**src/design/assert_macros.svh**
```systemverilog
// Assertion macros shared by the worker load balancer RTL.
// No dependencies; the checks expect signals named clk and rst_n in scope.
`ifndef ASSERT_MACROS_SVH
`define ASSERT_MACROS_SVH
`ifndef SYNTHESIS
// Checked at every rising clock edge outside of reset.
`define WLB_ASSERT(lbl, prop, msg) \
    lbl: assert property (@(posedge clk) disable iff (!rst_n) prop) \
        else $error(msg);
// Checked at every rising clock edge, reset included.
`define WLB_ASSERT_ALWAYS(lbl, prop, msg) \
    lbl: assert property (@(posedge clk) prop) \
        else $error(msg);
`else
`define WLB_ASSERT(lbl, prop, msg)
`define WLB_ASSERT_ALWAYS(lbl, prop, msg)
`endif
`endif

```
**src/design/wlb_pkg.sv**
```systemverilog
// Package for the worker load balancer: sizes, codes, interface structs.
// No dependencies; used by every module of the block.
`timescale 1ns / 1ps
`default_nettype none

package wlb_pkg;

    localparam int MAX_WORKERS = 16;
    localparam int IDX_W = $clog2(MAX_WORKERS);
    localparam int CNT_W = $clog2(MAX_WORKERS + 1);
    localparam int PORT_IDX_W = 4;
    localparam int LOAD_W = 16;
    localparam logic [LOAD_W-1:0] LOAD_MAX = {LOAD_W{1'b1}};
    localparam logic [LOAD_W-1:0] FIXED_DEFAULT_COUNT = 16'd10;
    localparam logic [LOAD_W-1:0] FILL_DEFAULT_CAP = 16'd1000;

    typedef enum logic [1:0] {
        CMD_ACQUIRE = 2'd0,
        CMD_RELEASE = 2'd1,
        CMD_CLEAR   = 2'd2,
        CMD_NOP     = 2'd3
    } cmd_t;

    typedef enum logic [1:0] {
        ST_OK       = 2'd0,
        ST_NO_SLOT  = 2'd1,
        ST_NOT_LIVE = 2'd2
    } status_t;

    typedef enum logic {
        CFG_POOL_MODE = 1'b0,
        CFG_LIMIT     = 1'b1
    } cfg_idx_t;

    typedef enum logic [1:0] {
        S_IDLE,
        S_BUILD,
        S_SCAN,
        S_APPLY
    } state_t;

    typedef enum logic {
        ALU_INC,
        ALU_DEC
    } alu_op_t;

    typedef struct packed {
        alu_op_t           op;
        logic [LOAD_W-1:0] a;
        logic [LOAD_W-1:0] b;
    } alu_req_t;

    typedef struct packed {
        logic              lt;
        logic [LOAD_W-1:0] sum;
    } alu_rsp_t;

    typedef struct packed {
        logic              load_we;
        logic              live_we;
        logic              live_data;
        logic              clear_all;
        logic              build;
        logic [CNT_W-1:0]  build_n;
        logic [IDX_W-1:0]  addr;
        logic [LOAD_W-1:0] load_data;
    } slot_wr_t;

    function automatic logic [IDX_W-1:0] port_to_slot(input logic [PORT_IDX_W-1:0] p);
        logic [IDX_W+PORT_IDX_W-1:0] t;
        t = {{IDX_W{1'b0}}, p};
        return t[IDX_W-1:0];
    endfunction

    function automatic logic port_in_range(input logic [PORT_IDX_W-1:0] p);
        return (p < MAX_WORKERS);
    endfunction

    function automatic logic [PORT_IDX_W-1:0] slot_to_port(input logic [IDX_W-1:0] s);
        logic [IDX_W+PORT_IDX_W-1:0] t;
        t = {{PORT_IDX_W{1'b0}}, s};
        return t[PORT_IDX_W-1:0];
    endfunction

endpackage

`default_nettype wire

```
**src/design/wlb_alu.sv**
```systemverilog
// Shared compare and saturating increment/decrement unit.
// Depends on wlb_pkg.
`timescale 1ns / 1ps
`default_nettype none

module wlb_alu (
    input  wlb_pkg::alu_req_t req,
    output wlb_pkg::alu_rsp_t rsp
);

    always_comb
    begin
        rsp.lt = (req.a < req.b);
        unique case (req.op)
            wlb_pkg::ALU_INC:
            begin
                rsp.sum = (req.a == wlb_pkg::LOAD_MAX) ? req.a
                                                       : req.a + 1'b1;
            end
            wlb_pkg::ALU_DEC:
            begin
                rsp.sum = (req.a == '0) ? req.a : req.a - 1'b1;
            end
            default:
            begin
                rsp.sum = req.a;
            end
        endcase
    end

endmodule

`default_nettype wire

```
**src/design/wlb_slot_file.sv**
```systemverilog
// Worker slot storage: live marks and load counts, one read and one write port.
// Depends on wlb_pkg.
`timescale 1ns / 1ps
`default_nettype none

module wlb_slot_file (
    input  wire                          clk,
    input  wire                          rst_n,
    input  wlb_pkg::slot_wr_t            wr,
    input  wire [wlb_pkg::IDX_W-1:0]     rd_addr,
    output logic [wlb_pkg::LOAD_W-1:0]   rd_load,
    output logic                         rd_live
);

    logic [wlb_pkg::LOAD_W-1:0] load_reg [wlb_pkg::MAX_WORKERS];
    logic [wlb_pkg::MAX_WORKERS-1:0] live_reg;

    always_ff @(posedge clk or negedge rst_n)
    begin
        if (!rst_n)
        begin
            for (int i = 0; i < wlb_pkg::MAX_WORKERS; i++)
            begin
                load_reg[i] <= '0;
            end
            live_reg <= '0;
        end
        else
        begin
            // pool build: the low build_n slots go live, loads are still zero
            if (wr.build)
            begin
                for (int i = 0; i < wlb_pkg::MAX_WORKERS; i++)
                begin
                    live_reg[i] <= (wlb_pkg::CNT_W'(i) < wr.build_n);
                end
            end
            if (wr.clear_all)
            begin
                for (int i = 0; i < wlb_pkg::MAX_WORKERS; i++)
                begin
                    load_reg[i] <= '0;
                end
            end
            if (wr.load_we)
            begin
                load_reg[wr.addr] <= wr.load_data;
            end
            if (wr.live_we)
            begin
                live_reg[wr.addr] <= wr.live_data;
            end
        end
    end

    assign rd_load = load_reg[rd_addr];
    assign rd_live = live_reg[rd_addr];

endmodule

`default_nettype wire

```
**src/design/wlb_seq.sv**
```systemverilog
// Sequencer of the worker load balancer: config, pool build, slot scan, update.
// Depends on wlb_pkg, assert_macros.svh; drives wlb_slot_file and wlb_alu.
`timescale 1ns / 1ps
`default_nettype none
`include "assert_macros.svh"

module wlb_seq (
    input  wire                              clk,
    input  wire                              rst_n,
    input  wire                              cfg_wr_en,
    input  wire [0:0]                        cfg_index,
    input  wire [15:0]                       cfg_data,
    input  wire                              in_valid,
    output logic                             in_stall,
    input  wire [1:0]                        command,
    input  wire [wlb_pkg::PORT_IDX_W-1:0]    worker_index,
    output logic                             out_valid,
    input  wire                              out_stall,
    output logic [wlb_pkg::PORT_IDX_W-1:0]   chosen_worker,
    output logic [1:0]                       status,
    output logic [wlb_pkg::LOAD_W-1:0]       new_load,
    output logic                             retired,
    output wlb_pkg::slot_wr_t                slot_wr,
    output logic [wlb_pkg::IDX_W-1:0]        slot_rd_addr,
    input  wire [wlb_pkg::LOAD_W-1:0]        slot_rd_load,
    input  wire                              slot_rd_live,
    output wlb_pkg::alu_req_t                alu_req,
    input  wlb_pkg::alu_rsp_t                alu_rsp
);

    wlb_pkg::state_t state_reg, state_next;
    wlb_pkg::cmd_t   cmd_reg, cmd_next;
    logic [wlb_pkg::PORT_IDX_W-1:0] idx_reg, idx_next;

    logic                       cfg_mode_reg, cfg_mode_next;
    logic [wlb_pkg::LOAD_W-1:0] cfg_limit_reg, cfg_limit_next;

    logic                       pool_ready_reg, pool_ready_next;
    logic                       mode_reg, mode_next;
    logic [wlb_pkg::LOAD_W-1:0] cap_reg, cap_next;
    logic [wlb_pkg::CNT_W-1:0]  total_reg, total_next;

    logic [wlb_pkg::IDX_W-1:0]  scan_idx_reg, scan_idx_next;
    logic                       found_reg, found_next;
    logic [wlb_pkg::IDX_W-1:0]  best_idx_reg, best_idx_next;
    logic [wlb_pkg::LOAD_W-1:0] best_load_reg, best_load_next;
    logic                       free_found_reg, free_found_next;
    logic [wlb_pkg::IDX_W-1:0]  free_idx_reg, free_idx_next;

    logic                           out_valid_reg, out_valid_next;
    logic [wlb_pkg::PORT_IDX_W-1:0] out_chosen_reg, out_chosen_next;
    wlb_pkg::status_t               out_status_reg, out_status_next;
    logic [wlb_pkg::LOAD_W-1:0]     out_load_reg, out_load_next;
    logic                           out_retired_reg, out_retired_next;

    logic                       accept;
    logic                       scan_last;
    logic                       fill_hit;
    logic                       apply_go;
    logic [wlb_pkg::LOAD_W-1:0] fixed_n16;
    logic [wlb_pkg::CNT_W-1:0]  fixed_n;
    logic [wlb_pkg::IDX_W-1:0]  rel_slot;
    logic                       rel_ok;

    assign accept    = in_valid && (state_reg == wlb_pkg::S_IDLE);
    assign scan_last = (scan_idx_reg == wlb_pkg::IDX_W'(wlb_pkg::MAX_WORKERS - 1));
    assign fill_hit  = mode_reg && slot_rd_live && alu_rsp.lt;
    assign apply_go  = !out_valid_reg || !out_stall;
    assign rel_slot  = wlb_pkg::port_to_slot(idx_reg);
    assign rel_ok    = wlb_pkg::port_in_range(idx_reg);

    // fixed pool size: zero means default, then clamp to the slot count
    assign fixed_n16 = (cfg_limit_reg == '0) ? wlb_pkg::FIXED_DEFAULT_COUNT : cfg_limit_reg;
    assign fixed_n   = (fixed_n16 > wlb_pkg::LOAD_W'(wlb_pkg::MAX_WORKERS))
                       ? wlb_pkg::CNT_W'(wlb_pkg::MAX_WORKERS)
                       : fixed_n16[wlb_pkg::CNT_W-1:0];

    // next state
    always_comb
    begin
        state_next = state_reg;
        unique case (state_reg)
            wlb_pkg::S_IDLE:
            begin
                if (in_valid)
                begin
                    if (!pool_ready_reg)
                        state_next = wlb_pkg::S_BUILD;
                    else if (wlb_pkg::cmd_t'(command) == wlb_pkg::CMD_ACQUIRE)
                        state_next = wlb_pkg::S_SCAN;
                    else
                        state_next = wlb_pkg::S_APPLY;
                end
            end
            wlb_pkg::S_BUILD:
            begin
                state_next = (cmd_reg == wlb_pkg::CMD_ACQUIRE) ? wlb_pkg::S_SCAN
                                                               : wlb_pkg::S_APPLY;
            end
            wlb_pkg::S_SCAN:
            begin
                if (fill_hit || scan_last)
                    state_next = wlb_pkg::S_APPLY;
            end
            wlb_pkg::S_APPLY:
            begin
                if (apply_go)
                    state_next = wlb_pkg::S_IDLE;
            end
            default:
            begin
                state_next = wlb_pkg::S_IDLE;
            end
        endcase
    end

    // outputs and datapath
    always_comb
    begin
        cmd_next         = cmd_reg;
        idx_next         = idx_reg;
        cfg_mode_next    = cfg_mode_reg;
        cfg_limit_next   = cfg_limit_reg;
        pool_ready_next  = pool_ready_reg;
        mode_next        = mode_reg;
        cap_next         = cap_reg;
        total_next       = total_reg;
        scan_idx_next    = scan_idx_reg;
        found_next       = found_reg;
        best_idx_next    = best_idx_reg;
        best_load_next   = best_load_reg;
        free_found_next  = free_found_reg;
        free_idx_next    = free_idx_reg;
        out_valid_next   = out_valid_reg && out_stall;
        out_chosen_next  = out_chosen_reg;
        out_status_next  = out_status_reg;
        out_load_next    = out_load_reg;
        out_retired_next = out_retired_reg;

        slot_wr      = '0;
        slot_rd_addr = scan_idx_reg;
        alu_req.op   = wlb_pkg::ALU_INC;
        alu_req.a    = slot_rd_load;
        alu_req.b    = mode_reg ? cap_reg : best_load_reg;

        if (cfg_wr_en)
        begin
            unique case (wlb_pkg::cfg_idx_t'(cfg_index))
                wlb_pkg::CFG_POOL_MODE: cfg_mode_next  = cfg_data[0];
                wlb_pkg::CFG_LIMIT:     cfg_limit_next = cfg_data;
                default:                cfg_limit_next = cfg_limit_reg;
            endcase
        end

        unique case (state_reg)
            wlb_pkg::S_IDLE:
            begin
                if (accept)
                begin
                    cmd_next        = wlb_pkg::cmd_t'(command);
                    idx_next        = worker_index;
                    scan_idx_next   = '0;
                    found_next      = 1'b0;
                    free_found_next = 1'b0;
                end
            end
            wlb_pkg::S_BUILD:
            begin
                pool_ready_next = 1'b1;
                mode_next       = cfg_mode_reg;
                cap_next        = (cfg_limit_reg == '0) ? wlb_pkg::FILL_DEFAULT_CAP
                                                        : cfg_limit_reg;
                total_next      = cfg_mode_reg ? wlb_pkg::CNT_W'(1) : fixed_n;
                slot_wr.build   = 1'b1;
                slot_wr.build_n = cfg_mode_reg ? wlb_pkg::CNT_W'(1) : fixed_n;
            end
            wlb_pkg::S_SCAN:
            begin
                scan_idx_next = scan_idx_reg + 1'b1;
                if (mode_reg)
                begin
                    if (fill_hit)
                    begin
                        found_next     = 1'b1;
                        best_idx_next  = scan_idx_reg;
                        best_load_next = slot_rd_load;
                    end
                    // remember the lowest free slot in the same pass
                    if (!slot_rd_live && !free_found_reg)
                    begin
                        free_found_next = 1'b1;
                        free_idx_next   = scan_idx_reg;
                    end
                end
                else if (slot_rd_live && (!found_reg || alu_rsp.lt))
                begin
                    found_next     = 1'b1;
                    best_idx_next  = scan_idx_reg;
                    best_load_next = slot_rd_load;
                end
            end
            wlb_pkg::S_APPLY:
            begin
                slot_rd_addr = rel_slot;
                if (apply_go)
                begin
                    out_valid_next   = 1'b1;
                    out_chosen_next  = '0;
                    out_status_next  = wlb_pkg::ST_OK;
                    out_load_next    = '0;
                    out_retired_next = 1'b0;
                    case (cmd_reg)
                        wlb_pkg::CMD_ACQUIRE:
                        begin
                            if (found_reg)
                            begin
                                alu_req.a         = best_load_reg;
                                slot_wr.load_we   = 1'b1;
                                slot_wr.addr      = best_idx_reg;
                                slot_wr.load_data = alu_rsp.sum;
                                out_chosen_next   = wlb_pkg::slot_to_port(best_idx_reg);
                                out_load_next     = alu_rsp.sum;
                            end
                            else if (mode_reg && free_found_reg)
                            begin
                                alu_req.a         = '0;
                                slot_wr.load_we   = 1'b1;
                                slot_wr.live_we   = 1'b1;
                                slot_wr.live_data = 1'b1;
                                slot_wr.addr      = free_idx_reg;
                                slot_wr.load_data = alu_rsp.sum;
                                total_next        = total_reg + 1'b1;
                                out_chosen_next   = wlb_pkg::slot_to_port(free_idx_reg);
                                out_load_next     = alu_rsp.sum;
                            end
                            else
                            begin
                                out_status_next = wlb_pkg::ST_NO_SLOT;
                            end
                        end
                        wlb_pkg::CMD_RELEASE:
                        begin
                            out_chosen_next = idx_reg;
                            alu_req.op      = wlb_pkg::ALU_DEC;
                            alu_req.a       = slot_rd_load;
                            if (!rel_ok || !slot_rd_live)
                            begin
                                out_status_next = wlb_pkg::ST_NOT_LIVE;
                            end
                            else
                            begin
                                out_load_next = alu_rsp.sum;
                                if (slot_rd_load != '0)
                                begin
                                    slot_wr.load_we   = 1'b1;
                                    slot_wr.addr      = rel_slot;
                                    slot_wr.load_data = alu_rsp.sum;
                                    // capacity mode retires a slot that drains to zero unless it is the only live slot
                                    if (mode_reg && (alu_rsp.sum == '0)
                                        && (total_reg > wlb_pkg::CNT_W'(1)))
                                    begin
                                        slot_wr.live_we   = 1'b1;
                                        slot_wr.live_data = 1'b0;
                                        total_next        = total_reg - 1'b1;
                                        out_retired_next  = 1'b1;
                                    end
                                end
                            end
                        end
                        wlb_pkg::CMD_CLEAR:
                        begin
                            slot_wr.clear_all = 1'b1;
                        end
                        default:
                        begin
                            slot_wr.clear_all = 1'b0;
                        end
                    endcase
                end
            end
            default:
            begin
                slot_wr = '0;
            end
        endcase
    end

    always_ff @(posedge clk or negedge rst_n)
    begin
        if (!rst_n)
        begin
            state_reg      <= wlb_pkg::S_IDLE;
            cfg_mode_reg   <= 1'b0;
            cfg_limit_reg  <= '0;
            pool_ready_reg <= 1'b0;
            mode_reg       <= 1'b0;
            cap_reg        <= '0;
            total_reg      <= '0;
            scan_idx_reg   <= '0;
            found_reg      <= 1'b0;
            free_found_reg <= 1'b0;
            out_valid_reg  <= 1'b0;
        end
        else
        begin
            state_reg      <= state_next;
            cfg_mode_reg   <= cfg_mode_next;
            cfg_limit_reg  <= cfg_limit_next;
            pool_ready_reg <= pool_ready_next;
            mode_reg       <= mode_next;
            cap_reg        <= cap_next;
            total_reg      <= total_next;
            scan_idx_reg   <= scan_idx_next;
            found_reg      <= found_next;
            free_found_reg <= free_found_next;
            out_valid_reg  <= out_valid_next;
        end
    end

    always_ff @(posedge clk)
    begin
        cmd_reg         <= cmd_next;
        idx_reg         <= idx_next;
        best_idx_reg    <= best_idx_next;
        best_load_reg   <= best_load_next;
        free_idx_reg    <= free_idx_next;
        out_chosen_reg  <= out_chosen_next;
        out_status_reg  <= out_status_next;
        out_load_reg    <= out_load_next;
        out_retired_reg <= out_retired_next;
    end

    assign in_stall      = (state_reg != wlb_pkg::S_IDLE);
    assign out_valid     = out_valid_reg;
    assign chosen_worker = out_chosen_reg;
    assign status        = out_status_reg;
    assign new_load      = out_load_reg;
    assign retired       = out_retired_reg;

    `WLB_ASSERT(a_scan_step, (state_reg == wlb_pkg::S_SCAN) |=> ((state_reg == wlb_pkg::S_APPLY) || ((state_reg == wlb_pkg::S_SCAN) && (scan_idx_reg == $past(scan_idx_reg) + 1'b1))), "scan skipped or repeated a slot")
    `WLB_ASSERT(a_apply_holds, ((state_reg == wlb_pkg::S_APPLY) && out_valid_reg && out_stall) |=> ((state_reg == wlb_pkg::S_APPLY) && out_valid_reg), "result overwritten while output stalled")
    `WLB_ASSERT(a_retire_clean, (out_valid_reg && out_retired_reg) |-> ((out_status_reg == wlb_pkg::ST_OK) && (out_load_reg == '0) && mode_reg), "retire with nonzero load or bad status")
    `WLB_ASSERT(a_build_once, (state_reg == wlb_pkg::S_BUILD) |-> !pool_ready_reg, "pool built twice")
    `WLB_ASSERT(a_total_range, total_reg <= wlb_pkg::CNT_W'(wlb_pkg::MAX_WORKERS), "live slot count above slot total")

endmodule

`default_nettype wire

```
**src/design/worker_load_balancer.sv**
```systemverilog
// Top level of the worker load balancer: sequencer, slot storage, shared ALU.
// Depends on wlb_pkg, wlb_alu, wlb_slot_file, wlb_seq.
//
//  channel | signals                                      | beat when
//  cfg     | cfg_wr_en, cfg_index, cfg_data               | cfg_wr_en high
//  in      | in_valid, in_stall, command, worker_index    | in_valid && !in_stall
//  out     | out_valid, out_stall, chosen_worker, status, | out_valid && !out_stall
//          | new_load, retired                            |
//
// Acquire walks all MAX_WORKERS slots through the one compare unit, one slot a
// cycle, or stops early in capacity mode on a hit under the cap.
// Release, clear and no-op skip the scan. The first beat after reset builds the pool.
// in_stall is high from the accepted beat until the result is in the output register.
// A stalled result holds; the next beat is taken meanwhile and waits at its update step.
// Reset is asynchronous and clears all slots and the pool; no clearing pass follows.
`timescale 1ns / 1ps
`default_nettype none

module worker_load_balancer (
    input  wire                              clk,
    input  wire                              rst_n,
    input  wire                              cfg_wr_en,
    input  wire [0:0]                        cfg_index,
    input  wire [15:0]                       cfg_data,
    input  wire                              in_valid,
    output logic                             in_stall,
    input  wire [1:0]                        command,
    input  wire [wlb_pkg::PORT_IDX_W-1:0]    worker_index,
    output logic                             out_valid,
    input  wire                              out_stall,
    output logic [wlb_pkg::PORT_IDX_W-1:0]   chosen_worker,
    output logic [1:0]                       status,
    output logic [wlb_pkg::LOAD_W-1:0]       new_load,
    output logic                             retired
);

    wlb_pkg::slot_wr_t          slot_wr;
    logic [wlb_pkg::IDX_W-1:0]  slot_rd_addr;
    logic [wlb_pkg::LOAD_W-1:0] slot_rd_load;
    logic                       slot_rd_live;
    wlb_pkg::alu_req_t          alu_req;
    wlb_pkg::alu_rsp_t          alu_rsp;

    wlb_seq u_seq (
        .clk           (clk),
        .rst_n         (rst_n),
        .cfg_wr_en     (cfg_wr_en),
        .cfg_index     (cfg_index),
        .cfg_data      (cfg_data),
        .in_valid      (in_valid),
        .in_stall      (in_stall),
        .command       (command),
        .worker_index  (worker_index),
        .out_valid     (out_valid),
        .out_stall     (out_stall),
        .chosen_worker (chosen_worker),
        .status        (status),
        .new_load      (new_load),
        .retired       (retired),
        .slot_wr       (slot_wr),
        .slot_rd_addr  (slot_rd_addr),
        .slot_rd_load  (slot_rd_load),
        .slot_rd_live  (slot_rd_live),
        .alu_req       (alu_req),
        .alu_rsp       (alu_rsp)
    );

    wlb_slot_file u_slots (
        .clk     (clk),
        .rst_n   (rst_n),
        .wr      (slot_wr),
        .rd_addr (slot_rd_addr),
        .rd_load (slot_rd_load),
        .rd_live (slot_rd_live)
    );

    wlb_alu u_alu (
        .req (alu_req),
        .rsp (alu_rsp)
    );

endmodule

`default_nettype wire

```
**config.mk**
```make
export PLATFORM = sky130hd
export DESIGN_NAME = worker_load_balancer
export DESIGN_NICKNAME = d
export VERILOG_FILES = /design/src/design/wlb_pkg.sv /design/src/design/wlb_alu.sv /design/src/design/wlb_slot_file.sv /design/src/design/wlb_seq.sv /design/src/design/worker_load_balancer.sv
export VERILOG_INCLUDE_DIRS = /design/src /design/src/design
export SDC_FILE = /design/constraint.sdc
export NUM_CORES = 1
export LEC_CHECK = 0
export BUFFER_PORTS_ARGS = -buffer_cell sky130_fd_sc_hd__buf_4
export CAP_MARGIN = 20
export CORE_ASPECT_RATIO = 1.5
export CORE_UTILIZATION = 30
export DETAILED_ROUTE_END_ITERATION = 16
export GPL_TIMING_DRIVEN = 0
export SLEW_MARGIN = 20
export SYNTH_ARGS = -nofsm -noshare
export SYNTH_HDL_FRONTEND = slang
export SYNTH_SLANG_ARGS = --single-unit
```
**constraint.sdc**
```tcl
create_clock -name clk -period 5 [get_ports clk]
set_clock_uncertainty 0.05 [all_clocks]
set_input_delay 0.5 -clock clk [delete_from_list [all_inputs] [get_ports clk]]
set_output_delay 0.5 -clock clk [all_outputs]
set_load 0.02 [all_outputs]
```
### After elaboration in Yosys (flattened, before gate mapping)

Cells that the tools add are included.

| word-level totals | value |
|---|---|
| input bits | 28 |
| output and inout port bits | 25 |
| register bits after elaboration | 374 |

| operators by class | value |
|---|---|
| equal/unequal tests | 22 |
| reduce and logical (&&, ||, !) cells | 42 |
| bitwise gates (word level) | 4 |
| add/subtract/negate cells | 5 |
| mux-type cells | 93 |
| $lt $le $gt $ge | 25 |

Operators by type and width:

| cell | number |
|---|---|
| 2-to-1 mux 256 bit | 2 |
| 2-to-1 mux 16 bit | 19 |
| bitwise mux 256 bit | 1 |
| 2-to-1 mux 20 bit | 6 |
| binary-select mux 16 bit (select 4 bit) | 1 |
| demux 16 bit (select 4 bit) | 1 |
| case mux 16 bit (2 select lines) | 2 |
| logical NOT 16 bit | 3 |
| less-than comparator 4 x 5 -> 1 bit (first input constant) | 8 |
| 2-to-1 mux 5 bit | 8 |
| case mux 20 bit (2 select lines) | 1 |
| 2-to-1 mux 4 bit | 9 |
| 2-to-1 mux 17 bit | 2 |
| less-than comparator 3 x 5 -> 1 bit (first input constant) | 4 |
| case mux 5 bit (2 select lines) | 2 |
| 2-to-1 mux 1 bit | 17 |
| adder 16 x 1 -> 16 bit (second input constant) | 1 |
| bitwise mux 16 bit | 1 |
| equality test 16 bit (second input constant) | 1 |
| > comparator 16 x 5 -> 1 bit (second input constant) | 1 |
| less-than comparator 16 bit | 1 |
| 2-to-1 mux 2 bit | 8 |
| case mux 4 bit (2 select lines) | 2 |
| nonzero test 16 bit | 1 |
| other kinds (38) | 89 |

### Depth between registers and ports, before layout

Gate-level depths: netlist of the first run.

| depth | value |
|---|---|
| word-level depth | 26 |
| mapped depth | 22 |

### Hierarchy

From an unflattened synthesis of the first run, not the netlist that was laid out.

| second synthesis, totals | value |
|---|---|
| cell total of the unflattened synthesis | 1681 |
| area total of the unflattened synthesis | 20657.3 sq um |

By module, submodules not included:

| module | cells each | seq. area each (sq um) | area each (sq um) | instances |
|---|---|---|---|---|
| wlb_slot_file | 1114 | 6806.5 | 14621.5 | 1 |
| wlb_seq | 401 | 2817.7 | 4918.5 | 1 |
| wlb_alu | 166 | 0.0 | 1117.3 | 1 |

### Worst setup path before layout of the first run

Ideal clock, no wire load.

| timing path | value |
|---|---|
| kind | register -> register |
| start | register u_seq.state_reg[0] |
| end | register u_seq.total_reg[2] (netlist bit) |
| arrival time | 5064 ps |
| cell stages (with the launch flop) | 19 |
| clock period less this slack | 5194 ps |
| slack | -194 ps |
| cell sequence | dfrtp_1 > ha_1 > a21bo_2 > inv_1 > and2_1 > buf_2 > clkbuf_1 > a22oi_2 > inv_1 > ha_1 > nand3_2 > or4b_2 > o2bb2ai_1 > xnor2_1 > nand4_2 > nor4_4 > nand4_2 > or4_4 > o211ai_2 |

| between the ends | value |
|---|---|
| longest elaborated chain between the ends | 19 |
| elaborated cells between the ends (all ways) | 36 |
| classes of those cells | add/sub (2); eq/ne (10); mux (15); bitwise (2); reduce/logical (7) |

RTL lines:

| element | line | RTL |
|---|---|---|
| start: declaration | wlb_seq.sv:31 | `wlb_pkg::state_t state_reg, state_next;` |
| start signal: assignment | wlb_seq.sv:292 | `state_reg <= wlb_pkg::S_IDLE;` |
| start signal: assignment | wlb_seq.sv:306 | `state_reg <= state_next;` |
| equality test 2 bit | wlb_seq.sv:155 | `unique case (state_reg)` |
| 2-to-1 mux 4 bit | wlb_seq.sv:155 |  |
| inverter 4 -> 5 bit (implied by the code) | wlb_slot_file.sv:56 | `assign rd_load = load_reg[rd_addr];` |
| binary-select mux 16 bit (select 4 bit) | wlb_slot_file.sv:56 |  |
| 2-to-1 mux 16 bit (implied by the code) (2 in a row) | wlb_slot_file.sv:56 |  |
| 2-to-1 mux 16 bit | wlb_seq.sv:224 | `else if (mode_reg && free_found_reg)` |
| 2-to-1 mux 16 bit | wlb_seq.sv:215 | `if (found_reg)` |
| 2-to-1 mux 16 bit | wlb_seq.sv:212 | `case (cmd_reg)` |
| [... 2 more ...] | - |  |
| subtractor 16 x 1 -> 16 bit (tied with other cells) | wlb_alu.sv:22 | `rsp.sum = (req.a == '0) ? req.a : req.a - 1'b1;` |
| 2-to-1 mux 16 bit, on equally long branches | wlb_alu.sv:22, wlb_alu.sv:17 |  |
| case mux 16 bit (2 select lines) | wlb_alu.sv:14 | `unique case (req.op)` |
| logical NOT 16 bit | wlb_seq.sv:259 | `if (mode_reg && (alu_rsp.sum == '0)` |
| logical AND 1 bit | wlb_seq.sv:259 |  |
| logical AND 1 bit | wlb_seq.sv:260 | `&& (total_reg > wlb_pkg::CNT_W'(1)))` |
| inequality test 3 x 2 -> 1 bit (no source line) | - |  |
| AND reduction 8 bit (no source line) | - |  |
| end signal: assignment | wlb_seq.sv:312 | `total_reg <= total_next;` |
| end: declaration | wlb_seq.sv:41 | `logic [wlb_pkg::CNT_W-1:0] total_reg, total_next;` |

Several ways; a longest one is shown, not always the timed one. The select of a mux whose other input is x is not followed.
A chain may end at the register's enable or synchronous reset.

### Worst setup path after layout of the first run

| timing path | value |
|---|---|
| start | register u_seq.state_reg[1] |
| end | register u_seq.total_reg[0] (netlist bit) |

The elaborated chain is that of the path after synthesis.

==> results of run 1 <==
## critical path: cells and delay by family, from the launching register on
| family | cells | cell delay [ps] |
|---|---|---|
| AO/OA/AOI/OAI | 3 | 590 |
| XOR/XNOR | 1 | 160 |
| adder cells (fa/ha/maj) | 2 | 480 |
| buffers and inverters | 4 | 790 |
| flip-flops | 1 | 390 |
| multiplexers | 1 | 270 |
| AND/OR/NAND/NOR | 9 | 2620 |
## power by group through the flow
stage | Clock [mW] | Sequential (mW) | Combinational (mW)
2_1_floorplan | 0 | 4.36 | 5.26
3_5_place_dp | 0 | 4.41 | 9.42
6_report | 2.92 | 4.41 | 12.0
4_1_cts | 2.94 | 4.39 | 11.2
5_1_grt | 3.05 | 4.48 | 12.4
3_3_place_gp | 0 | 4.39 | 9.30
## cells in the final DEF, fill, tap and decap left out, types with 7 or more instances in the layout
cell / count
dfrtp_1: 321
nand3_1: 319
o21ai_0: 316
nand2_1: 192
buf_4: 111
mux2i_1: 80
nor2_1: 62
edfxtp_1: 53
clkbuf_2: 50
clkbuf_1: 42
clkbuf_16: 40
mux2_2: 39
a21oi_1: 29
buf_1: 26
inv_1: 24
a32oi_1: 23
ha_1: 23
a32oi_2: 20
buf_6: 16
nand4_1: 15
buf_2: 12
nor3_1: 12
a32oi_4: 11
nand2_2: 11
buf_12: 9
clkbuf_8: 9
nor2b_1: 9
and3_1: 8
nand2b_1: 8
a211oi_1: 8
o22ai_1: 8
a222oi_1: 7
## final cells by class
class	count	area [µm²]
timing repair inverter	1	7.51
clock inverter	11	106
timing repair buffer	117	998
buffer	157	978
multi-input combinational	1410	9780
clock buffer	57	1130
inverter	26	101
sequential	374	9620
fill	6223	39500
tap	805	1010
## metrics by stage
step / hold WS (ps) / util / power (mW)
after floorplan: 154 / - / 9.61
after global placement: 424 / 0.325 / 13.7
after detailed placement: 434 / 0.327 / 13.8
after CTS: 50.6 / 0.370 / 18.6
after global routing: 53.9 / 0.376 / 19.9
final: 65.0 / 0.376 / 19.3
## cell families after synthesis
family | after synthesis
xor+xnor | 15
flops | 374
compound gates | 520
simple gates | 717
buf+inv | 188
fa+ha+maj | 26
mux | 130
## what timing repair did
item,in CTS,in global routing
setup buffers,51,9
hold buffers,1,0
setup endpoints to repair,317,312
hold endpoints to repair,64,0
cloned,3,0
resized for setup,238,71
pin swaps,38,11
## how the worst min path moves through the flow
stage,start,to,slack (ps),cells past startpoint
after global placement,u_slots.load_reg[18],u_slots.load_reg[18],420,2
after floorplan,rst_n,u_seq.cap_reg[0],150,0
after CTS,worker_index[1],u_seq.idx_reg[1],50,1
after detailed placement,rst_n,u_seq.cfg_limit_reg[9],430,1
final,worker_index[1],u_seq.idx_reg[1],70,1
after global routing,worker_index[3],u_seq.idx_reg[3],50,1
## metal layers
layer | vias up | GRT usage | share of wire
li1 | 7572 | - | -
met1 | 8709 | 0.262 | 0.34
met2 | 877 | 0.441 | 0.50
met3 | 345 | 0.0436 | 0.066
met4 | 4 | 0.228 | 0.10
met5 | - | 0 | 0.00024
==> metrics.txt, run 1 <==
outcome finished, violations left; failing checks setup timing; required time of the worst setup path 5420 ps; share of cells above drive strength 1 0.221; per-cell routed wire length 28.0 µm; post-synth cell types 98; maximum VDD drop 0.361 mV; Clock power frac 0.151; cell with the most instances after synthesis nand3_1; port bufs 52; R2R depth 20; top cells by area, synth dfrtp_1 (42%), nand3_1 (8.6%), o21ai_0 (8.4%), edfxtp_1 (8.3%), mux2i_1 (4.2%); DIE HEIGHT 311 µm; fin crit share 1.10; Site Rows 113; crit path from u_seq.state_reg[1]; Post-synth EDFFs 53; Tightest Pin Transition 1240 ps; Non-Filler Instances 2958; Worst Setup EP u_seq.total_reg[0]; routed vias 17507; register area share after synthesis 0.503; synthesized area 0.0191 mm²; Max stage delay on crit path 730 ps; Routed Antenna Nets 0; DP Wirelength 59.9 mm; Initial Utilization 0.303; Yosys reg bits 374; DRT iter0 DRCs 1567; largest net degree at the start of global routing 99; WL final 82.9 mm; top_reg_cell synth dfrtp_1; Synthesis Warnings 0; Tmin final 5510 ps; endpoints failing hold 0; Setup CP Type reg -> reg; Post-Synth XOR/XNOR Area 0.00726; number of global-route vias before repair 17748; Worst-path clk slew 60 ps; number of flip-flops under the largest register name 256; Crit Reg-Reg Endpoint u_seq.total_reg[0]; post-route setup TNS -8320 ps; final worst slack -512 ps; dominant cell type by area after synthesis dfrtp_1; RSZ-0062 raised after global routing true; Mean Syn Cell Area 9.71 µm²; clock tree sinks 374; gr usage total 0.254; clk_lat worst skew 570 ps; Max Fclk 181 MHz; # nets final 2179; critical-path cell list ha_4 -> mux2i_4 -> buf_12 -> buf_6 -> buf_12 -> nand2_1 -> a32oi_1 -> nand4_1 -> nand3_4 -> ha_2 -> nand3_2 -> or4b_2 -> o2bb2ai_4 -> xnor2_4 -> nand4_4 -> nor4_4 -> nand4_4 -> buf_6 -> or3_1 -> o211ai_1; Post-Synth Simple-Gate Area 0.186; post-synthesis adder-cell area fraction 0.0170; Mapped Nets 2024; max cap viols 0; multiplexer area fraction after synthesis 0.0733; Leak 9.60 nW; proportion of netlist area held by the largest area contributor 0.420; Area growth syn-to-layout 24.1%; Async SR Flop Fraction 0.858; GP Congestion 0.965; final-report setup violation count 36; Synth Area in Compound Gates 0.170; Sw Pwr 9.91 mW; Cell Area, Placed 0.0207 mm²; post-route cell area 0.0237 mm²; Sequential Power Share 0.228; buffer depth of the longest clock path 3; total gr overflow 0; CP endpoint kind flop; core area 0.0632 mm²; dpl ws -2850 ps; placed cell count 2831; Sw Share 0.512; Comb pwr share 0.621; 1st-pass router iterations 5; Slew Limit Fails 0; Hold Path Class in -> reg; first-pass GRT wire length 121 mm; largest family of logic cells by synthesized area simple AND/OR/NAND/NOR gates; die width 208 µm; r2r setup slk -510 ps; CTS HTree Levels 2; TritonCTS Buffers 38; Vias/cell 5.92; worst relative slew slack 0.165; post-synthesis cell count 1970; CP Launch Type flop; Worst path slowest cell or4b_2; power per cell area 815 mW/mm²; total die area 0.0648 mm²; internal power 9.43 mW; diode count 0; top cells by count, synth nand3_1 (327), dfrtp_1 (321), o21ai_0 (320), nand2_1 (205), clkbuf_1 (98); Worst Path Arrival 5930 ps; CP max FO 10; io pins 53; CTS Root Cell clkbuf_16; R2R Path Start u_seq.state_reg[1]; antenna violations before repair 2; DRC violations left 0; TritonCTS clock tree built
Power figures use the tool's default switching activity.
==> inputs of run 2 (changes only) <==
--- a/config.mk
+++ b/config.mk
@@ -6,6 +6,7 @@
 export SDC_FILE = /design/constraint.sdc
 export NUM_CORES = 1
 export LEC_CHECK = 0
+export ABC_AREA = 1
 export BUFFER_PORTS_ARGS = -buffer_cell sky130_fd_sc_hd__buf_4
 export CAP_MARGIN = 20
 export CORE_ASPECT_RATIO = 1.5
==> run 2 against run 1 <==
Net effect: the run now ends clean; largest power group unchanged; clock power is essentially flat; total power down 16%; highest routed layer is now met4; largest cell class is now sequential cells; sequential cell count unchanged.
==> metrics.txt, run 2 <==
outcome finished clean (was finished, violations left); fin crit share 0.970 (was 1.10); final-report setup violation count 0 (was 36); Post-synth EDFFs 53 (unchanged); Yosys reg bits 374 (unchanged); post-synthesis cell count 2688 (was 1970); 1st-pass router iterations 5 (unchanged); required time of the worst setup path 5400 ps (was 5420 ps); worst relative slew slack 0.312 (was 0.165); dominant cell type by area after synthesis dfrtp_1 (unchanged); Initial Utilization 0.304 (was 0.303); CP endpoint kind flop (unchanged); Max Fclk 206 MHz (was 181 MHz); commonest non-fill, non-tap cell in the layout nand3_1 (was dfrtp_1); r2r setup slk 150 ps (was -510 ps); Site Rows 117 (was 113); cell with the most instances after synthesis nand3_1 (unchanged); final core area utilization 0.351 (was 0.376); DIE HEIGHT 323 µm (was 311 µm); register area share after synthesis 0.466 (was 0.503); Synthesis Warnings 0 (unchanged); maximum VDD drop 0.410 mV (was 0.361 mV); TritonCTS Buffers 38 (unchanged); gr usage total 0.232 (was 0.254); Tot Pwr 16.3 mW (was 19.3 mW); GP Congestion 1.04 (was 0.965); Mapped Nets 2742 (was 2024); Worst Path Arrival 5250 ps (was 5930 ps); post-synth cell types 49 (was 98); buffer depth of the longest clock path 3 (unchanged); total die area 0.0699 mm² (was 0.0648 mm²); Cell Area, Placed 0.0223 mm² (was 0.0207 mm²); FF/Latch Area 0.00962 mm² (unchanged); share of cells above drive strength 1 0.103 (was 0.221); hold_ws 60.6 ps (was 65.0 ps); synthesized area 0.0206 mm² (was 0.0191 mm²); diode count 0 (unchanged); Worst path slowest cell dfrtp_1 (was or4b_2); DP Wirelength 61.4 mm (was 59.9 mm); DRT iter0 DRCs 1655 (was 1567); die width 216 µm (was 208 µm); first-pass GRT wire length 121 mm (about the same); Tmin final 4850 ps (was 5510 ps); placed cell count 3636 (was 2831); top_reg_cell synth dfrtp_1 (unchanged); Hold Path Class in -> reg (unchanged); area of the multi-input gates 0.00912 mm² (was 0.00978 mm²); max cap viols 0 (unchanged); number of flip-flops under the largest register name 256 (unchanged); Async SR Flop Fraction 0.858 (unchanged); total gr overflow 0 (unchanged); Crit Reg-Reg Endpoint u_slots.live_reg[14] (was u_seq.total_reg[0]); per-cell routed wire length 21.9 µm (was 28.0 µm); Slew Limit Fails 0 (unchanged); # nets final 2844 (was 2179); clk_lat worst skew 570 ps (about the same); routed vias 19429 (was 17507); number of global-route vias before repair 19195 (was 17748); Area growth syn-to-layout 15.4% (was 24.1%); endpoints failing hold 0 (unchanged); filler cell count 7200 (was 6223); CP Launch Type flop (unchanged); Max stage delay on crit path 420 ps (was 730 ps); clock tree sinks 374 (unchanged); top cells by count, synth nand3_1 (597), nand2_1 (543), o21ai_0 (328), dfrtp_1 (321), inv_1 (307) (was nand3_1 (327), dfrtp_1 (321), o21ai_0 (320), nand2_1 (205), clkbuf_1 (98)); antenna violations before repair 0 (was 2); top cells by area, synth dfrtp_1 (39%), nand3_1 (14%), nand2_1 (9.9%), o21ai_0 (8.0%), edfxtp_1 (7.7%) (was dfrtp_1 (42%), nand3_1 (8.6%), o21ai_0 (8.4%), edfxtp_1 (8.3%), mux2i_1 (4.2%)); port bufs 52 (unchanged); Worst-path clk slew 60 ps (about the same); Setup CP Type reg -> reg (unchanged); CTS HTree Levels 2 (unchanged); Mean Syn Cell Area 7.68 µm² (was 9.71 µm²); most frequent cells in the layout nand3_1 (590), nand2_1 (539), o21ai_0 (328) (was dfrtp_1 (321), nand3_1 (319), o21ai_0 (316)); largest net degree at the start of global routing 95 (was 99); post-route cell area 0.0238 mm² (was 0.0237 mm²); DRC violations left 0 (unchanged); Worst Setup EP u_slots.live_reg[14] (was u_seq.total_reg[0]); R2R depth 29 (was 20); dpl ws -639 ps (was -2850 ps); power per cell area 683 mW/mm² (was 815 mW/mm²); Routed Antenna Nets 0 (unchanged); post-route setup TNS 0 ps (was -8320 ps); Vias/cell 5.24 (was 5.92); TritonCTS clock tree built (unchanged); final worst slack 151 ps (was -512 ps); Tightest Pin Transition 1030 ps (was 1240 ps); cell repeated most along the worst path nand2_1; core area 0.0679 mm² (was 0.0632 mm²); proportion of netlist area held by the largest area contributor 0.389 (was 0.420); R2R Path Start u_seq.state_reg[0] (was u_seq.state_reg[1]); CTS Root Cell clkbuf_16 (unchanged); Leak 10.6 nW (was 9.60 nW); crit path from u_seq.state_reg[0] (was u_seq.state_reg[1]); CP max FO 10 (unchanged); WL final 81.2 mm (was 82.9 mm); io pins 53 (unchanged); Non-Filler Instances 3710 (was 2958)
[run 2: worst min-delay path by stage]
stage | startpoint | endpoint | slack [ps] | depth (start not counted)
after floorplan | rst_n | u_seq.cap_reg[0] | 150 | 0
after global placement | u_seq.scan_idx_reg[3] | u_seq.free_idx_reg[3] | 400 | 0
after detailed placement | u_seq.pool_ready_reg | u_seq.pool_ready_reg | 410 | 1
after CTS | worker_index[3] | u_seq.idx_reg[3] | 60 | 1
after global routing | worker_index[3] | u_seq.idx_reg[3] | 50 | 1
final | worker_index[2] | u_seq.idx_reg[2] | 60 | 1
[run 2: cell type report]
class	count	area share
clock buffer	56	0.0483
multi-input combinational	1822	0.383
clock inverter	12	0.00347
timing repair buffer	63	0.0236
sequential	374	0.404
inverter	318	0.0501
buffer	173	0.0409
tap	892	0.0469
[run 2: report_power, final]
| part | internal, mW | leakage, nW | switching, mW |
|---|---|---|---|
| clock network | 1.61 | 0.604 | 1.30 |
| logic | 2.55 | 5.18 | 6.78 |
| registers | 3.72 | 4.84 | 0.300 |
[run 2: cell families (layout without fill, tap and decap cells)]
group / after synthesis / count (layout) / synth area share
AND/OR/NAND/NOR: 1367 / 1367 / 0.302
buffers and inverters: 492 / 622 / 0.100
AO/OA/AOI/OAI: 406 / 406 / 0.105
flip-flops: 374 / 374 / 0.466
adder cells (fa/ha/maj): 26 / 26 / 0.0158
multiplexers: 14 / 14 / 0.00727
XOR/XNOR: 9 / 9 / 0.00382
[run 2: metal layers]
layer / share of wire / track usage
met1: 0.36 / 0.243
met2: 0.50 / 0.410
met3: 0.059 / 0.0343
met4: 0.088 / 0.193
met5: 0 / 0
[run 2: critical path, delay by kind of cell, from the launching register on]
family                   cells  cell delay [ps]
flip-flops                   1              420
adder cells (fa/ha/maj)      1              230
AND/OR/NAND/NOR             22             2760
buffers and inverters        6             1210
[run 2: timing repair]
action / in CTS / in global routing
setup buffers: 2 / 4
endpoints found under the hold margin: 60 / 0
hold buffers: 1 / 0
pin swaps: 3 / 7
endpoints found under the setup margin: 202 / 307
resized for setup: 17 / 64
==> inputs of run 3 (changes only) <==
--- a/config.mk
+++ b/config.mk
@@ -10,9 +10,10 @@
 export BUFFER_PORTS_ARGS = -buffer_cell sky130_fd_sc_hd__buf_4
 export CAP_MARGIN = 20
 export CORE_ASPECT_RATIO = 1.5
-export CORE_UTILIZATION = 30
+export CORE_UTILIZATION = 45
 export DETAILED_ROUTE_END_ITERATION = 16
 export GPL_TIMING_DRIVEN = 0
+export MAX_ROUTING_LAYER = met4
 export SLEW_MARGIN = 20
 export SYNTH_ARGS = -nofsm -noshare
 export SYNTH_HDL_FRONTEND = slang
==> run 3 against run 2 <==
Net effect: sequential cell count did not move; fmax fell by 1.6%; count of clock-buffer cells in the layout decreased by 1; critical endpoint is now u_slots.load_reg[25].
==> metrics.txt, run 3 (synthesized netlist as in run 2, its figures left out) <==
Sw Share 0.507 (was 0.516); Leak 10.8 nW (was 10.6 nW); Site Rows 95 (was 117); port bufs 52 (unchanged); DRT iter0 DRCs 1698 (was 1655); largest net degree at the start of global routing 88 (was 95); total die area 0.0468 mm² (was 0.0699 mm²); DP Wirelength 59.1 mm (was 61.4 mm); # nets final 2859 (was 2844); WL final 79.6 mm (was 81.2 mm); Tmin final 4930 ps (was 4850 ps); commonest non-fill, non-tap cell in the layout nand3_1 (unchanged); Hold Path Class in -> reg (unchanged); share of cells above drive strength 1 0.111 (was 0.103); Comb pwr share 0.568 (was 0.574); Slew Limit Fails 0 (unchanged); total gr overflow 0 (unchanged); final worst slack 75.0 ps (was 151 ps); Worst Path Arrival 5290 ps (was 5250 ps); fin crit share 0.985 (was 0.970); Sw Pwr 8.39 mW (about the same); internal power 8.16 mW (was 7.87 mW); TritonCTS clock tree built (unchanged); clock tree sinks 374 (unchanged); per-cell routed wire length 23.3 µm (was 21.9 µm); gr usage total 0.351 (was 0.232); CTS Root Cell clkbuf_16 (unchanged); Clock power frac 0.190 (was 0.179); CP Launch Type flop (unchanged); first-pass GRT wire length 118 mm (was 121 mm); Tightest Pin Transition 941 ps (was 1030 ps); Worst-path clk slew 70 ps (was 60 ps); routed vias 19722 (was 19429); DIE HEIGHT 264 µm (was 323 µm); hold_ws 64.3 ps (was 60.6 ps); power per cell area 700 mW/mm² (was 683 mW/mm²); CTS HTree Levels 2 (unchanged); Initial Utilization 0.458 (was 0.304); diode count 0 (unchanged); worst relative slew slack 0.372 (was 0.312); die width 177 µm (was 216 µm); Setup CP Type reg -> reg (unchanged); max cap viols 0 (unchanged); GP Congestion 0.961 (was 1.04); Tot Pwr 16.5 mW (was 16.3 mW); Sequential Power Share 0.242 (was 0.247); Area growth syn-to-layout 14.5% (was 15.4%); 1st-pass router iterations 6 (was 5); CP max FO 10 (unchanged); R2R depth 22 (was 29); core area 0.0450 mm² (was 0.0679 mm²); io pins 53 (unchanged); required time of the worst setup path 5370 ps (was 5400 ps); maximum VDD drop 0.265 mV (was 0.410 mV); final-report setup violation count 0 (unchanged); antenna violations before repair 0 (unchanged); outcome finished clean (unchanged); buffer depth of the longest clock path 3 (unchanged); number of flip-flops under the largest register name 256 (unchanged); most frequent cells in the layout nand3_1 (594), nand2_1 (537), o21ai_0 (327) (was nand3_1 (590), nand2_1 (539), o21ai_0 (328)); clk_lat worst skew 570 ps (about the same); CP endpoint kind flop (unchanged); number of global-route vias before repair 19017 (was 19195); Max Fclk 203 MHz (was 206 MHz); dpl ws -713 ps (was -639 ps); Hold Path Depth 1 (unchanged); Routed Antenna Nets 0 (unchanged); Vias/cell 5.77 (was 5.24); endpoints failing hold 0 (unchanged); TritonCTS Buffers 40 (was 38); DRC violations left 0 (unchanged)
==> run 3: stage by stage <==
step                 util  setup TNS, ps  std cells  instance area, µm²
global placement    0.483        -241300       3322               21800
finish              0.525              0       3417               23600
floorplan               -              0       2688               20600
CTS                 0.518              0       3406               23300
detailed placement  0.486        -109410       3326               21900
global route        0.525           -373       3417               23600
==> run 3: worst paths after layout <==
check	from	to	slack (ps)
worst min register to register	u_seq.cfg_limit_reg[4]	u_seq.cap_reg[4]	450
min in group asynchronous	rst_n	u_seq.pool_ready_reg	500
worst max-delay path	u_seq.state_reg[0]	u_slots.load_reg[25]	70
max in group asynchronous	rst_n	u_slots.load_reg[9]	3450
worst max register to register	u_seq.state_reg[0]	u_slots.load_reg[25]	70
worst min-delay path	worker_index[3]	u_seq.idx_reg[3]	60
==> run 3: final cells by class <==
type / instances / area, µm²
clock buffer: 55 / 1180
buffer: 174 / 965
sequential: 374 / 9620
tap: 582 / 728
timing repair buffer: 75 / 658
clock inverter: 17 / 174
multi-input combinational: 1822 / 9110
inverter: 318 / 1200
fill: 4473 / 21400
==> run 3: critical path, stage by stage (launching register included) <==
cell and delay, ps:
dfrtp_1 420, ha_1 220, buf_6 150, nand2_1 100
o21ai_4 110, inv_2 160, buf_1 580, nand3_1 150
nand3_1 190, nand2_1 220, nor2_1 140, nand2_1 60
nor4_1 250, nand2_1 240, nand2_1 160, nor2_2 100
nand2_1 80, nand2_1 120, nand3_1 180, inv_1 90
nand2_1 240, clkbuf_1 560, o21ai_0 180
==> run 3: what timing repair did <==
| action | CTS | global route |
|---|---|---|
| buffers inserted | 7 | 10 |
| hold endpoints to repair | 82 | 0 |
| endpoints found under the setup margin | 306 | 271 |
| gates cloned | 0 | 0 |
| hold buffers | 1 | 0 |
| gates resized for setup | 15 | 76 |
| pin swaps | 3 | 6 |
==> run 3: per-layer routing <==
layer  track usage  up-vias  share of wire  wire length (µm)
met5             -        -              0                 0
met1         0.388     9576           0.37             29300
met3        0.0445      257          0.056              4490
li1              -     9093              -                 -
met2         0.593      796           0.50             40000
met4         0.227        0          0.073              5840
==> run 3: power by group through the flow <==
stage | registers (mW) | clock network [mW] | logic, mW
final | 4.00 | 3.14 | 9.40
after global routing | 4.05 | 3.27 | 10.1
after CTS | 4.00 | 3.16 | 8.96
after detailed placement | 4.06 | 0 | 8.76
after global placement | 4.04 | 0 | 8.70
after floorplan | 4.05 | 0 | 5.42
